--- src/hkr_pkg.sv ---
// ----------------------------------------------------------------------------
// hkr_pkg: shared types and tables for the HID keyboard report decoder
// Holds field widths, the shift mask, the lane result type and the
// usage-code-to-ASCII lookup for the plain and the shifted key layers.
// ----------------------------------------------------------------------------
package hkr_pkg;

	localparam int KEY_W  = 8;
	localparam int CHAR_W = 7;
	localparam int MAX_SLOTS = 6;
	localparam int REPORT_W = KEY_W * (MAX_SLOTS + 1);

	localparam logic [KEY_W-1:0] SHIFT_MASK = 8'h22;

	// Result of one slot lane
	typedef struct packed {
		logic              hit;
		logic [CHAR_W-1:0] ch;
	} lane_res_t;

	// Map one usage code to ASCII; zero means no character
	function automatic logic [CHAR_W-1:0] key_char(input logic shift,
			input logic [KEY_W-1:0] code);
		logic [CHAR_W-1:0] ch;
		ch = '0;
		if (code >= 8'h04 && code <= 8'h1D) begin
			// letters
			ch = shift ? CHAR_W'(code + 8'h3D) : CHAR_W'(code + 8'h5D);
		end else if (!shift) begin
			if (code >= 8'h1E && code <= 8'h26) begin
				ch = CHAR_W'(code + 8'h13);
			end else begin
				case (code)
					8'h27: ch = 7'h30;
					8'h28: ch = 7'h0A;
					8'h29: ch = 7'h1B;
					8'h2A: ch = 7'h08;
					8'h2B: ch = 7'h09;
					8'h2C: ch = 7'h20;
					8'h2D: ch = 7'h2D;
					8'h2E: ch = 7'h3D;
					8'h2F: ch = 7'h5B;
					8'h30: ch = 7'h5D;
					8'h31: ch = 7'h5C;
					8'h33: ch = 7'h3B;
					8'h34: ch = 7'h27;
					8'h35: ch = 7'h60;
					8'h36: ch = 7'h2C;
					8'h37: ch = 7'h2E;
					8'h38: ch = 7'h2F;
					default: ch = '0;
				endcase
			end
		end else begin
			case (code)
				8'h1E: ch = 7'h21;
				8'h1F: ch = 7'h40;
				8'h20: ch = 7'h23;
				8'h21: ch = 7'h24;
				8'h22: ch = 7'h25;
				8'h23: ch = 7'h5E;
				8'h24: ch = 7'h26;
				8'h25: ch = 7'h2A;
				8'h26: ch = 7'h28;
				8'h27: ch = 7'h29;
				8'h2D: ch = 7'h5F;
				8'h2E: ch = 7'h2B;
				8'h2F: ch = 7'h7B;
				8'h30: ch = 7'h7D;
				8'h31: ch = 7'h7C;
				8'h33: ch = 7'h3A;
				8'h34: ch = 7'h22;
				8'h35: ch = 7'h7E;
				8'h36: ch = 7'h3C;
				8'h37: ch = 7'h3E;
				8'h38: ch = 7'h3F;
				default: ch = '0;
			endcase
		end
		return ch;
	endfunction

endpackage

--- src/hkr_lane.sv ---
// ----------------------------------------------------------------------------
// hkr_lane: decode of one key slot
// Checks the slot code against the previous report and looks up its
// character; flags a hit when the key is newly pressed and maps to a character.
// ----------------------------------------------------------------------------
module hkr_lane #(
	parameter int KEY_SLOTS = 6
) (
	input  logic                                         shift,
	input  logic [hkr_pkg::KEY_W-1:0]                    code,
	input  logic [KEY_SLOTS-1:0][hkr_pkg::KEY_W-1:0]     held_codes,
	output hkr_pkg::lane_res_t                           res
);

	logic                        held;
	logic [hkr_pkg::CHAR_W-1:0] ch;

	// Match against every key of the previous report
	always_comb begin
		held = 1'b0;
		for (int i = 0; i < KEY_SLOTS; i++) begin
			if (held_codes[i] == code) begin
				held = 1'b1;
			end
		end
	end

	assign ch      = hkr_pkg::key_char(shift, code);
	assign res.ch  = ch;
	assign res.hit = (code != '0) && !held && (ch != '0);

endmodule

--- config.mk ---
export PLATFORM = sky130hd
export DESIGN_NAME = hkr_lane
export DESIGN_NICKNAME = d
export VERILOG_FILES = /design/src/hkr_pkg.sv /design/src/hkr_lane.sv
export SDC_FILE = /design/constraint.sdc
export NUM_CORES = 1
export LEC_CHECK = 0
export BUFFER_PORTS_ARGS = -buffer_cell sky130_fd_sc_hd__buf_2
export CORE_AREA = 10 10 80 75
export DETAILED_ROUTE_END_ITERATION = 8
export DIE_AREA = 0 0 90 85
export PLACE_DENSITY = 0.66
export SYNTH_ARGS = -nofsm -noshare
export SYNTH_HDL_FRONTEND = slang
export SYNTH_SLANG_ARGS = --single-unit
--- constraint.sdc ---
create_clock -name vclk -period 7.6
set_input_delay 1.14 -clock vclk [all_inputs]
set_output_delay 1.14 -clock vclk [all_outputs]
set_load 0.02 [all_outputs]
==> results.toml <==
[sta]
rsz0062_at_grt = "false"
tns_ps = 0
max_slew_margin = 0.507
whs_ps = 2930
worst_slew_pin_slew_ps = 740
period_needed_ps = 4890
drv_slew = 0
finalCritPeriodShare = 0.643
timing.fmax_mhz = 205
finalHoldViolCount = 0
setup_viol = 0

[route]
drtIter0Drc = 276
routedWlPerCell_um = 17.1
num_vias = 2022
antenna_left = 0
via_per_inst = 5.78
drc = 0
wl_um = 5980
drt_pass1_iterations = 4

[global_routing]
grt_max_degree = 43
grt_first_pass_wirelength_um = 9770
antenna_found_initial = 0
track_usage = 0.145
first_global_vias = 1938
overflow = 0

[clocking]
post_cts_buffers = 0
cts-resized-gates = 0
ctsHoldBuffers = 0

[logic_synthesis]
synth_cell_types = 55
synth_warnings = 0
syn_inst = 244
syn_nets = 313
syn-cell-area_mm2 = 0.00169
avgSynthCellArea_um2 = 6.92
synth-seq-area-share = 0

[place]
post-place-cells = 350
dp_hpwl_um = 4620
portBuffers = 65
gp_congestion = 0.916

[finish]
seqCellArea_um2 = 0
finalNonFillerCells = 350
num_antenna_cells = 0
fin_nets = 359
clockBufferCount = 0
nFlopsAndLatches = 0
layout-drive-gt1-share = 0.253
syn2layout_area_growth_pct = 17.8
num-fill-cells = 458
utilization = 0.458
layout_commonest_cell = "buf_2"
final_cell_mix = "buf_2 (65), xnor2_1 (27), xor2_1 (25)"

[worst_setup_path]
cp.buffers_inverters = 3
crit_path_top_delay_cell = "or4_1"
critical_path_class = "primary input to primary output"
endpoint_kind = "primary output"
crit_chain = "buf_2 -> inv_1 -> ha_1 -> nand2b_1 -> o311a_1 -> or4_1 -> o21a_1 -> a41oi_2 -> buf_2"
worstPathRequired_ps = 6460
crit_fanout = 22
cpPeakStageDelay_ps = 570
crit_family = "compound AO/OA/AOI/OAI gates"
crit_path_start_kind = "primary input"
worstPathArrival_ps = 3750
crit_path_frequent_cell = "buf_2"

[floorplanning]
die-area_mm2 = 0.00765
die_height_um = 85
pin_count = 65
coreArea_mm2 = 0.00435
num_rows = 23
start_util = 0.389
die_w_um = 90

[power]
power.leakage_uw = 0.000812
power.total_uw = 113
peakVddDrop_mv = 0.0203
p_per_area_mw_per_mm2 = 56.9

[flow_run]
drv_cap = 0

[status]
status = "finished, final reports clean"

[hold_path]
hp-class = "primary input to primary output"
-- final timing paths --
kind                      to  slack, ps    start  depth (start not counted)
worst min-delay path  res[0]       2930  code[0]                          3
worst max-delay path  res[7]       2710  code[0]                          9
-- routing by layer --
metal  global-route usage  wire, µm
met1                0.197      2620
met2                0.246      2900
met3               0.0158       413
met4               0.0173        49
met5                    0         0
-- per-stage QoR --
step	area [µm²]	setup WS (ps)
floorplan	1690	2920
global placement	1990	2800
detailed placement	1990	2720
CTS	1990	2710
global route	1990	2470
finish	1990	2710
-- cells by family after synthesis --
kind of cell,after synthesis,synth area share
buffers and inverters,29,0.0785
adder cells (fa/ha/maj),12,0.0889
AND/OR/NAND/NOR,93,0.304
AO/OA/AOI/OAI,58,0.259
XOR/XNOR,52,0.270
-- power breakdown --
| group | internal [µW] | switching [µW] | total, µW |
|---|---|---|---|
| logic | 47.7 | 65.5 | 113 |
| clock network | 0 | 0 | 0 |
| registers | 0 | 0 | 0 |
| total | 47.7 | 65.5 | 113 |
-- synth_stat cells (3+ instances only) --
master    number  area [µm²]
inv_1          7        26.3
nor2b_1       10        62.6
nand3_1        5        25.0
o21ai_0        5        25.0
nor2_1        14        52.6
buf_2         13        65.1
nor3_1         5        25.0
nor4_1        15        93.8
or4_1          3        22.5
ha_1          12         150
nand2_1       16        60.1
xor2_1        25         219
clkbuf_1       5        18.8
or3_1          3        18.8
a21oi_1       10        50.1
xnor2_1       27         236
a211oi_1       4        30.0
a31oi_1        3        18.8
nand4_1        6        37.5
nand2b_1       4        25.0
o31ai_1        6        45.0
-- cell type report --
type	count	area [µm²]	area share
multi-input cells	215	1560	0.782
repair buffers	65	325	0.164
well taps	62	77.6	0.0390
inverters	8	30.0	0.0151
(Power assumes the default switching activity.)
