===== src/hkr_pkg.sv =====
// ----------------------------------------------------------------------------
// hkr_pkg: shared types and tables for the HID keyboard report decoder
// Holds field widths, the shift mask, the lane result type and the
// usage-code-to-ASCII lookup for the plain and the shifted key layers.
// ----------------------------------------------------------------------------
package hkr_pkg;

	localparam int KEY_W  = 8;
	localparam int CHAR_W = 7;
	localparam int MAX_SLOTS = 6;
	localparam int REPORT_W = KEY_W * (MAX_SLOTS + 1);

	localparam logic [KEY_W-1:0] SHIFT_MASK = 8'h22;

	// Result of one slot lane
	typedef struct packed {
		logic              hit;
		logic [CHAR_W-1:0] ch;
	} lane_res_t;

	// Map one usage code to ASCII; zero means no character
	function automatic logic [CHAR_W-1:0] key_char(input logic shift,
			input logic [KEY_W-1:0] code);
		logic [CHAR_W-1:0] ch;
		ch = '0;
		if (code >= 8'h04 && code <= 8'h1D) begin
			// letters
			ch = shift ? CHAR_W'(code + 8'h3D) : CHAR_W'(code + 8'h5D);
		end else if (!shift) begin
			if (code >= 8'h1E && code <= 8'h26) begin
				ch = CHAR_W'(code + 8'h13);
			end else begin
				case (code)
					8'h27: ch = 7'h30;
					8'h28: ch = 7'h0A;
					8'h29: ch = 7'h1B;
					8'h2A: ch = 7'h08;
					8'h2B: ch = 7'h09;
					8'h2C: ch = 7'h20;
					8'h2D: ch = 7'h2D;
					8'h2E: ch = 7'h3D;
					8'h2F: ch = 7'h5B;
					8'h30: ch = 7'h5D;
					8'h31: ch = 7'h5C;
					8'h33: ch = 7'h3B;
					8'h34: ch = 7'h27;
					8'h35: ch = 7'h60;
					8'h36: ch = 7'h2C;
					8'h37: ch = 7'h2E;
					8'h38: ch = 7'h2F;
					default: ch = '0;
				endcase
			end
		end else begin
			case (code)
				8'h1E: ch = 7'h21;
				8'h1F: ch = 7'h40;
				8'h20: ch = 7'h23;
				8'h21: ch = 7'h24;
				8'h22: ch = 7'h25;
				8'h23: ch = 7'h5E;
				8'h24: ch = 7'h26;
				8'h25: ch = 7'h2A;
				8'h26: ch = 7'h28;
				8'h27: ch = 7'h29;
				8'h2D: ch = 7'h5F;
				8'h2E: ch = 7'h2B;
				8'h2F: ch = 7'h7B;
				8'h30: ch = 7'h7D;
				8'h31: ch = 7'h7C;
				8'h33: ch = 7'h3A;
				8'h34: ch = 7'h22;
				8'h35: ch = 7'h7E;
				8'h36: ch = 7'h3C;
				8'h37: ch = 7'h3E;
				8'h38: ch = 7'h3F;
				default: ch = '0;
			endcase
		end
		return ch;
	endfunction

endpackage


===== src/hkr_emit.sv =====
// ----------------------------------------------------------------------------
// hkr_emit: merge of lane results into a character stream
// Holds the lane hits of one report and sends them out lowest slot first,
// one per cycle unless the output stalls, flagging the report's last character.
// ----------------------------------------------------------------------------
module hkr_emit #(
	parameter int KEY_SLOTS = 6
) (
	input  logic                                    clk,
	input  logic                                    arst_n,
	input  logic                                    load,
	input  hkr_pkg::lane_res_t [KEY_SLOTS-1:0]      lanes,
	output logic                                    free,
	output logic                                    out_valid,
	input  logic                                    out_ready,
	output logic [hkr_pkg::CHAR_W-1:0]              out_char,
	output logic                                    out_last
);

	logic [KEY_SLOTS-1:0]                          mask_s1;
	logic [KEY_SLOTS-1:0][hkr_pkg::CHAR_W-1:0]     char_s1;
	logic [KEY_SLOTS-1:0]                          new_mask;
	logic [KEY_SLOTS-1:0]                          pick;
	logic [KEY_SLOTS-1:0]                          rest;
	logic [hkr_pkg::CHAR_W-1:0]                    sel_char;
	logic                                          adv;

	// Gather lane hits
	always_comb begin
		for (int i = 0; i < KEY_SLOTS; i++) begin
			new_mask[i] = lanes[i].hit;
		end
	end

	// Pick the lowest pending slot
	assign pick = mask_s1 & (~mask_s1 + KEY_SLOTS'(1));
	assign rest = mask_s1 & ~pick;
	assign adv  = (mask_s1 != '0) && (!out_valid || out_ready);
	assign free = (mask_s1 == '0) || (adv && (rest == '0));

	always_comb begin
		sel_char = '0;
		for (int i = 0; i < KEY_SLOTS; i++) begin
			if (pick[i]) begin
				sel_char = sel_char | char_s1[i];
			end
		end
	end

	// Pending mask: load a new report or retire the slot just sent
	always_ff @(posedge clk or negedge arst_n) begin
		if (!arst_n) begin
			mask_s1 <= '0;
		end else if (load) begin
			mask_s1 <= new_mask;
		end else if (adv) begin
			mask_s1 <= rest;
		end
	end

	// Hold the characters of the pending report
	always_ff @(posedge clk) begin
		if (load) begin
			for (int i = 0; i < KEY_SLOTS; i++) begin
				char_s1[i] <= lanes[i].ch;
			end
		end
	end

	// Output register
	always_ff @(posedge clk or negedge arst_n) begin
		if (!arst_n) begin
			out_valid <= 1'b0;
		end else if (adv) begin
			out_valid <= 1'b1;
		end else if (out_ready) begin
			out_valid <= 1'b0;
		end
	end

	always_ff @(posedge clk) begin
		if (adv) begin
			out_char <= sel_char;
			out_last <= (rest == '0);
		end
	end

endmodule


===== config.mk =====
export PLATFORM = sky130hd
export DESIGN_NAME = hkr_emit
export DESIGN_NICKNAME = d
export VERILOG_FILES = /design/src/hkr_pkg.sv /design/src/hkr_emit.sv
export SDC_FILE = /design/constraint.sdc
export NUM_CORES = 1
export LEC_CHECK = 0
export BUFFER_PORTS_ARGS = -buffer_cell sky130_fd_sc_hd__buf_2
export CAP_MARGIN = 0
export CORE_MARGIN = 5
export CORE_UTILIZATION = 36
export DETAILED_ROUTE_END_ITERATION = 16
export PLACE_DENSITY = 0.61
export SLEW_MARGIN = 5
export SYNTH_ARGS = -nofsm -noshare
export SYNTH_HDL_FRONTEND = slang
export SYNTH_SLANG_ARGS = --single-unit

===== constraint.sdc =====
create_clock -name clk -period 2.8 [get_ports clk]
set_clock_uncertainty 0.1 [all_clocks]
set_input_delay 0.42 -clock clk [delete_from_list [all_inputs] [get_ports clk]]
set_output_delay 0.42 -clock clk [all_outputs]
set_load 0.1 [all_outputs]

==> summary.md, run 1 <==
| Metric | Value |
|---|---|
| Resized Gates After CTS | `0` |
| Tmin final | `around 2.6 ns` |
| # rows | `29` |
| Pre-CTS setup slack | `0.531 ns` |
| Cell taking the most area after synthesis | `edfxtp_1` |
| Drt first pass iters | `4` |
| Clock Root Buffer | `clkbuf_8` |
| Routed length per placed instance | `roughly 15 um` |
| Status | `complete, no violations` |
| Reg-to-reg slack, setup | `between 0.7 and 0.8 ns` |
| Warnings, synthesis | `0` |
| MaxCap Viol Count | `0` |
| Number of antenna violations at the first check in global routing | `0` |
| Min Hold Slack | `between 0.15 and 0.2 ns` |
| PD cells | `703 mW/mm2` |
| GR Overflow Total | `0` |
| Area added between synthesis and finish | `22.8%` |
| Static Leak | `about 1.1 nW` |
| Die area | `~0.0081 mm2` |
| Worst Hold Launch | `lanes[25]` |
| Worst setup margin | `approximately 0.19 ns` |
| Cells on worst reg2reg path | `2` |
| Nets | `~270` |
| Ant diodes | `0` |
| Period utilization | `slightly above 90%` |
| Syn_nets | `about 200` |
| Worst setup SP type | `flip-flop` |
| Routability congestion estimate | `slightly above 0.8` |
| Number of cells after detailed placement | `approximately 280` |
| First DRT Iteration DRCs | `between 80 and 90` |
| CP arrival | `around 2.1 ns` |
| Worst r2r src | `mask_s1[4]$_DFFE_PN0P_` |
| Worst vdd rail ir drop | `379 uV` |
| Global Route Usage Sum | `between 10% and 20%` |
| R2R Path End | `out_char[5]$_DFFE_PP_` |
| Kind of critical path | `reg -> out` |
| RSZ-0062 raised after global routing | `no` |
| FMAX | `383 MHz` |
| Routed via count | `approximately 1.5k` |
| CTS Hold Bufs | `1` |
| Hold Crit Class | `in -> reg` |
| Pins Over Slew Limit | `0` |
| Yosys reg bits | `57` |
| Setup bufs post-CTS | `0` |
| # H-tree levels | `3` |
| CTS Buf Count | `9` |
| Clk sinks | `57` |
| Mapped Area | `0.00232 mm2` |
| Final Hold Fails | `0` |
| Crit end category | `output port` |
| HPWL Detailed | `around 3200 um` |
| CTS tree | `yes` |
| Clock Pin Slew Worst Setup and Hold Paths | `0.06 ns` |
| DRC errors left | `0` |
| Die Ht | `90.3 um` |
| Fin cells | `between 200 and 300` |
| Synth unique cells | `30` |
| Setup TNS | `0 ns` |
| Via density | `a little under 5` |
| Slew margin rel. | `a little under half` |
| Global-route wire length before repair | `7240 um` |
| CP max FO | `20` |
| Core area | `approximately 0.0063 mm2` |
| Share of layout cells above drive strength 1 | `between 30% and 40%` |
| Port Buffers | `61` |
| Worst Hold Endpoint | `char_s1[22]$_DFFE_PP_` |
| Width of the die | `90.3 um` |
| CTS Buffer Depth | `2` |
| Boundary Pins | `62` |
| Mean post-synth cell area | `15.3 um2` |
| Syn Inst Count | `152` |
| Post-synth top area share | `between 60% and 70%` |
| Seq/Total Area, Yosys | `approximately 72%` |
| Synth area leaders | `edfxtp_1 (65%), dfrtp_1 (7.6%), o211ai_2 (3.8%)` |
| Worst Hold Depth | `1` |
| Worst slew pin tran | `~0.80 ns` |
| # setup viols final | `0` |
| Initial Util | `a little under two fifths` |
| Routed wire length | `about 4500 um` |
| CP Data Required Time | `~2.3 ns` |
| Vias in the first global route | `around 1.5k` |
| DRT antenna net count | `0` |
| Largest net degree at the start of global routing | `55` |
| Latest clock arrival within the worst-skew pair | `0.32 ns` |
[through the flow]
| stage | power (W) | instance area [um2] | util, % |
|---|---|---|---|
| floorplan | 0.00133 | 2320 | - |
| global placement | 0.00143 | 2690 | 42.5 |
| detailed placement | 0.00143 | 2690 | 42.5 |
| CTS | 0.00203 | 2850 | 45.1 |
| global route | 0.00210 | 2850 | 45.1 |
| finish | 0.00200 | 2850 | 45.1 |
[logic make-up (layout without fill, tap and decap cells)]
logic type,count (synthesis),after routing,share of synthesized area [%]
AOI/OAI and AO/OA,45,45,15.9
DFF,57,57,72.3
buffers and inverters,18,88,4.32
and+or+nand+nor,31,31,7.12
adders and majority gates,1,1,0.432
[registers in the layout (all words and copies together) (netlist names)]
name       count
out_last       1
char_s1       42
mask_s1        6
out_valid      1
out_char       7
[per-layer routing]
metal | routed length (um) | global-route usage [%] | vias to the layer above
met5 | 0 | 0 | -
met1 | 1950 | 14.4 | 688
li1 | - | - | 720
met2 | 2170 | 17.6 | 54
met3 | 265 | 3.75 | 10
met4 | 121 | 7.44 | 0
[power breakdown]
part | leakage (nW) | switching [W] | total (W) | internal, W
logic | 0.470 | 0.000248 | 0.000354 | 0.000106
clock network | 0.0800 | 0.000286 | 0.000591 | 0.000305
registers | 0.574 | 0.0000434 | 0.00106 | 0.00101
[worst max-delay path, cell delays in order, from the launching register on]
cell	delay, ns
dfrtp_1	0.60
or4_1	0.58
a211oi_1	0.20
a221o_1	0.20
buf_12	0.19
[layout by cell type, fill, tap and decap left out]
| cell type | instances |
|---|---|
| inv_1 | 7 |
| dlygate4sd3_1 | 1 |
| nor2b_2 | 1 |
| o211ai_2 | 7 |
| clkinv_2 | 2 |
| nor4_1 | 1 |
| clkbuf_8 | 9 |
| or4_1 | 1 |
| nor2_1 | 1 |
| maj3_1 | 1 |
| clkinv_1 | 4 |
| nor2b_1 | 1 |
| clkbuf_1 | 1 |
| nor3_1 | 1 |
| buf_12 | 1 |
| nand2_1 | 15 |
| o31ai_1 | 2 |
| or3_1 | 3 |
| o21ai_1 | 6 |
| a21oi_2 | 5 |
| buf_4 | 3 |
| o21ai_0 | 3 |
| a22oi_1 | 7 |
| nand3b_1 | 7 |
| edfxtp_1 | 50 |
| a21o_1 | 1 |
| dfrtp_1 | 7 |
| buf_2 | 60 |
| o41ai_1 | 1 |
| a211oi_1 | 1 |
| a221o_1 | 8 |
| a21oi_1 | 4 |
[final cells by class]
cell class              count  area [um2]
fillers                   603        3470
clock inverters             6        25.0
inverters                   7        26.3
repair buffers             65         353
multi-input cells          77         543
clock buffers              10         128
flip-flops and latches     57        1680
well taps                  77        96.3
[cell usage after synthesis]
library cell  number
a211oi_1           1
a21o_1             1
a21oi_1            4
a21oi_2            5
a221o_1            8
a22oi_1            7
buf_1              1
buf_2              2
buf_4              5
buf_6              1
clkbuf_1           1
clkbuf_4           1
dfrtp_1            7
edfxtp_1          50
inv_1              7
maj3_1             1
nand2_1           15
nand3b_1           7
nor2_1             1
nor2b_1            1
nor2b_2            1
nor3_1             1
nor4_1             1
o211ai_2           7
o21ai_0            3
o21ai_1            6
o31ai_1            2
o41ai_1            1
or3_1              3
or4_1              1
[how the worst max path moves through the flow]
stage                                      start   end  slack [ns]  cells past startpoint
after CTS                 mask_s1[4]$_DFFE_PN0P_  free        0.19                      4
after detailed placement  mask_s1[4]$_DFFE_PN0P_  free        0.53                      4
after global placement    mask_s1[4]$_DFFE_PN0P_  free        0.57                      4
after floorplan            out_valid$_DFFE_PN0P_  free        0.13                      4
after global routing      mask_s1[4]$_DFFE_PN0P_  free        0.05                      4
final                     mask_s1[4]$_DFFE_PN0P_  free        0.19                      4
Note: power is estimated with default switching activity, not from simulation.
==> inputs of run 2 (changes only) <==
SLEW_MARGIN = 15   (was 5)
clock period = 2.6 ns   (was 2.8 ns; I/O delays follow)
==> summary.md, run 2 (same netlist as run 1, synthesis figures left out) <==
| Metric | Value |
|---|---|
| Status | `complete, no violations (unchanged)` |
| Routed wire length | `4570 um (was 4500 um)` |
| Nets | `271 (was 269)` |
| CTS tree | `yes (unchanged)` |
| Sequential share of power | `49.0% (was 52.8%)` |
| Sw Share | `28.4% (was 28.8%)` |
| Logic gate share of total power | `17.5% (was 17.7%)` |
| RSZ-0062 raised after global routing | `no (unchanged)` |
| Flip-flop count of the largest register after layout | `42 (unchanged)` |
| Hold Crit Class | `in -> reg (unchanged)` |
| Sw power | `0.000651 W (was 0.000577 W)` |
| PD cells | `789 mW/mm2 (was 703 mW/mm2)` |
| Period utilization | `between 90 and 100%` |
| Internal Pwr Total | `0.00164 W (was 0.00143 W)` |
| CP max FO | `9 (was 20)` |
| Most common cell after layout, fill and taps aside | `buf_2 (unchanged)` |
| First DRT Iteration DRCs | `64 (was 85)` |
| Design area | `0.00291 mm2 (was 0.00285 mm2)` |
| Number of antenna violations at the first check in global routing | `0 (unchanged)` |
| Ant diodes | `0 (unchanged)` |
| Via density | `4.73 (was 4.92)` |
| Clk pwr share | `33.4% (was 29.5%)` |
| R2R Path End | `out_char[4]$_DFFE_PP_ (was out_char[5]$_DFFE_PP_)` |
| Slew margin rel. | `46.2% (was 46.5%)` |
| Clock Root Buffer | `clkbuf_8 (unchanged)` |
| Area added between synthesis and finish | `25.4% (was 22.8%)` |
| Static Leak | `1.15 nW (was 1.12 nW)` |
| Worst vdd rail ir drop | `418 uV (was 379 uV)` |
| Vias in the first global route | `1489 (was 1507)` |
| Reg-to-reg slack, setup | `0.69 ns (was 0.74 ns)` |
| Worst slew pin tran | `0.807 ns (was 0.803 ns)` |
| Global Route Usage Sum | `11.9% (was 11.7%)` |
| GR Overflow Total | `0 (unchanged)` |
| # rows | `29 (unchanged)` |
| Routed via count | `1425 (was 1472)` |
| CTS Buffer Depth | `2 (unchanged)` |
| Die Ht | `90.3 um (unchanged)` |
| Resized Gates After CTS | `0 (unchanged)` |
| Top Registers | `char_s1: 42 flops, out_char: 7 flops, mask_s1: 6 flops (unchanged)` |
| Tmin final | `2.35 ns` |
| Placed instance area | `0.00271 mm2 (was 0.00269 mm2)` |
| Highest-count cells in the layout ignoring fill and taps | `buf_2 (60), edfxtp_1 (50), nand2_1 (15), clkbuf_8 (9) (was buf_2 (60), edfxtp_1 (50), nand2_1 (15), clkbuf_8 (9), a221o_1 (8))` |
| DRT antenna net count | `0 (unchanged)` |
| Worst setup SP type | `flip-flop (unchanged)` |
| Routability congestion estimate | `0.837 (was 0.807)` |
| # setup viols final | `0 (unchanged)` |
| Routed length per placed instance | `15.2 um (was 15.0 um)` |
| Setup TNS | `0 ns (unchanged)` |
| FMAX | `about 430 MHz` |
| CP Data Required Time | `2.11 ns (was 2.28 ns)` |
| Drt first pass iters | `4 (unchanged)` |
| Critical Path End | `free (unchanged)` |
| Initial Util | `36.7% (unchanged)` |
| Most flops, register | `char_s1 (unchanged)` |
| Boundary Pins | `62 (unchanged)` |
| Global-route wire length before repair | `7400 um (was 7240 um)` |
| Port Buffers | `61 (unchanged)` |
| Tot Pwr | `0.00229 W (was 0.00200 W)` |
| Clock Pin Slew Worst Setup and Hold Paths | `0.07 ns (was 0.06 ns)` |
| DRC errors left | `0 (unchanged)` |
| HPWL Detailed | `3190 um (was 3210 um)` |
| Width of the die | `90.3 um (unchanged)` |
| CP arrival | `1.86 ns (was 2.09 ns)` |
| Latest clock arrival within the worst-skew pair | `0.32 ns (about the same)` |
| Cells on worst reg2reg path | `3 (was 2)` |
| Fin util | `46.1% (was 45.1%)` |
| Final Hold Fails | `0 (unchanged)` |
| Clk sinks | `57 (unchanged)` |
| # H-tree levels | `3 (unchanged)` |
| Largest net degree at the start of global routing | `32 (was 55)` |
| MaxCap Viol Count | `0 (unchanged)` |
| Fillers | `590 (was 603)` |
| Crit end category | `output port (unchanged)` |
| Core area | `0.00631 mm2 (unchanged)` |
| CTS Buf Count | `9 (unchanged)` |
| Pins Over Slew Limit | `0 (unchanged)` |
| Worst r2r src | `mask_s1[0]$_DFFE_PN0P_ (was mask_s1[4]$_DFFE_PN0P_)` |
| Kind of critical path | `reg -> out (unchanged)` |
| Worst Setup SP | `out_valid$_DFFE_PN0P_ (was mask_s1[4]$_DFFE_PN0P_)` |
| Die area | `0.00815 mm2 (unchanged)` |
| Share of layout cells above drive strength 1 | `42.4% (was 39.6%)` |
run 2: changes by cell type in the layout (fill, tap and decap cells not counted), sizes merged:
cell      before  now
bufinv         0    1
clkinvlp       0    1
buf           64   66
clkinv         6    5
clkbuf        10    9
run 2: worst max-delay path, stage by stage (launching register included):
cell,delay (ns)
dfrtp_1,0.33
nor2b_1,0.51
nor3_1,0.12
a221o_2,0.41
buf_12,0.17
run 2: metrics by stage:
step / hold slack [ns] / setup WS (ns) / std cells
final: 0.140 / 0.248 / 301
after global routing: 0.106 / 0.123 / 301
after CTS: 0.117 / 0.218 / 301
after detailed placement: 0.136 / 0.447 / 284
after global placement: 0.132 / 0.477 / 284
after floorplan: -0.00559 / 0.0760 / 152
run 2: timing repair:
item | 4_1_cts | 5_1_grt
hold buffers | 1 | 0
endpoints found under the hold margin | 7 | 0
buffers inserted | 0 | 0
run 2: worst min path at each step:
stage	slack [ns]	end	startpoint	cells after the start
detailed placement	0.14	out_valid$_DFFE_PN0P_	arst_n	1
global route	0.11	char_s1[29]$_DFFE_PP_	lanes[33]	1
floorplan	-0.006	mask_s1[0]$_DFFE_PN0P_	arst_n	0
CTS	0.12	char_s1[22]$_DFFE_PP_	lanes[25]	1
global placement	0.13	mask_s1[4]$_DFFE_PN0P_	arst_n	1
finish	0.14	char_s1[22]$_DFFE_PP_	lanes[25]	1
run 2: power by group through the flow:
stage,clock [W],combinational [W],sequential [W]
after floorplan,0,0.000163,0.00127
after global placement,0,0.000402,0.00114
after detailed placement,0,0.000405,0.00115
after CTS,0.000795,0.000408,0.00113
after global routing,0.000831,0.000431,0.00113
final,0.000767,0.000402,0.00112
run 2: cell type report:
type / count / area (um2) / share of cell area (%)
multi-input combinational: 77 / 544 / 18.7
clock buffer: 9 / 124 / 4.26
sequential: 57 / 1680 / 57.6
timing repair buffer: 67 / 380 / 13.1
inverter: 7 / 26.3 / 0.903
clock inverter: 7 / 61.3 / 2.11
tap: 77 / 96.3 / 3.31
run 2: metal layers:
metal | wire (um) | global-route usage [%]
met5 | 0 | 0
met4 | 57 | 7.69
met3 | 267 | 4.33
met2 | 2160 | 16.8
met1 | 2080 | 15.4
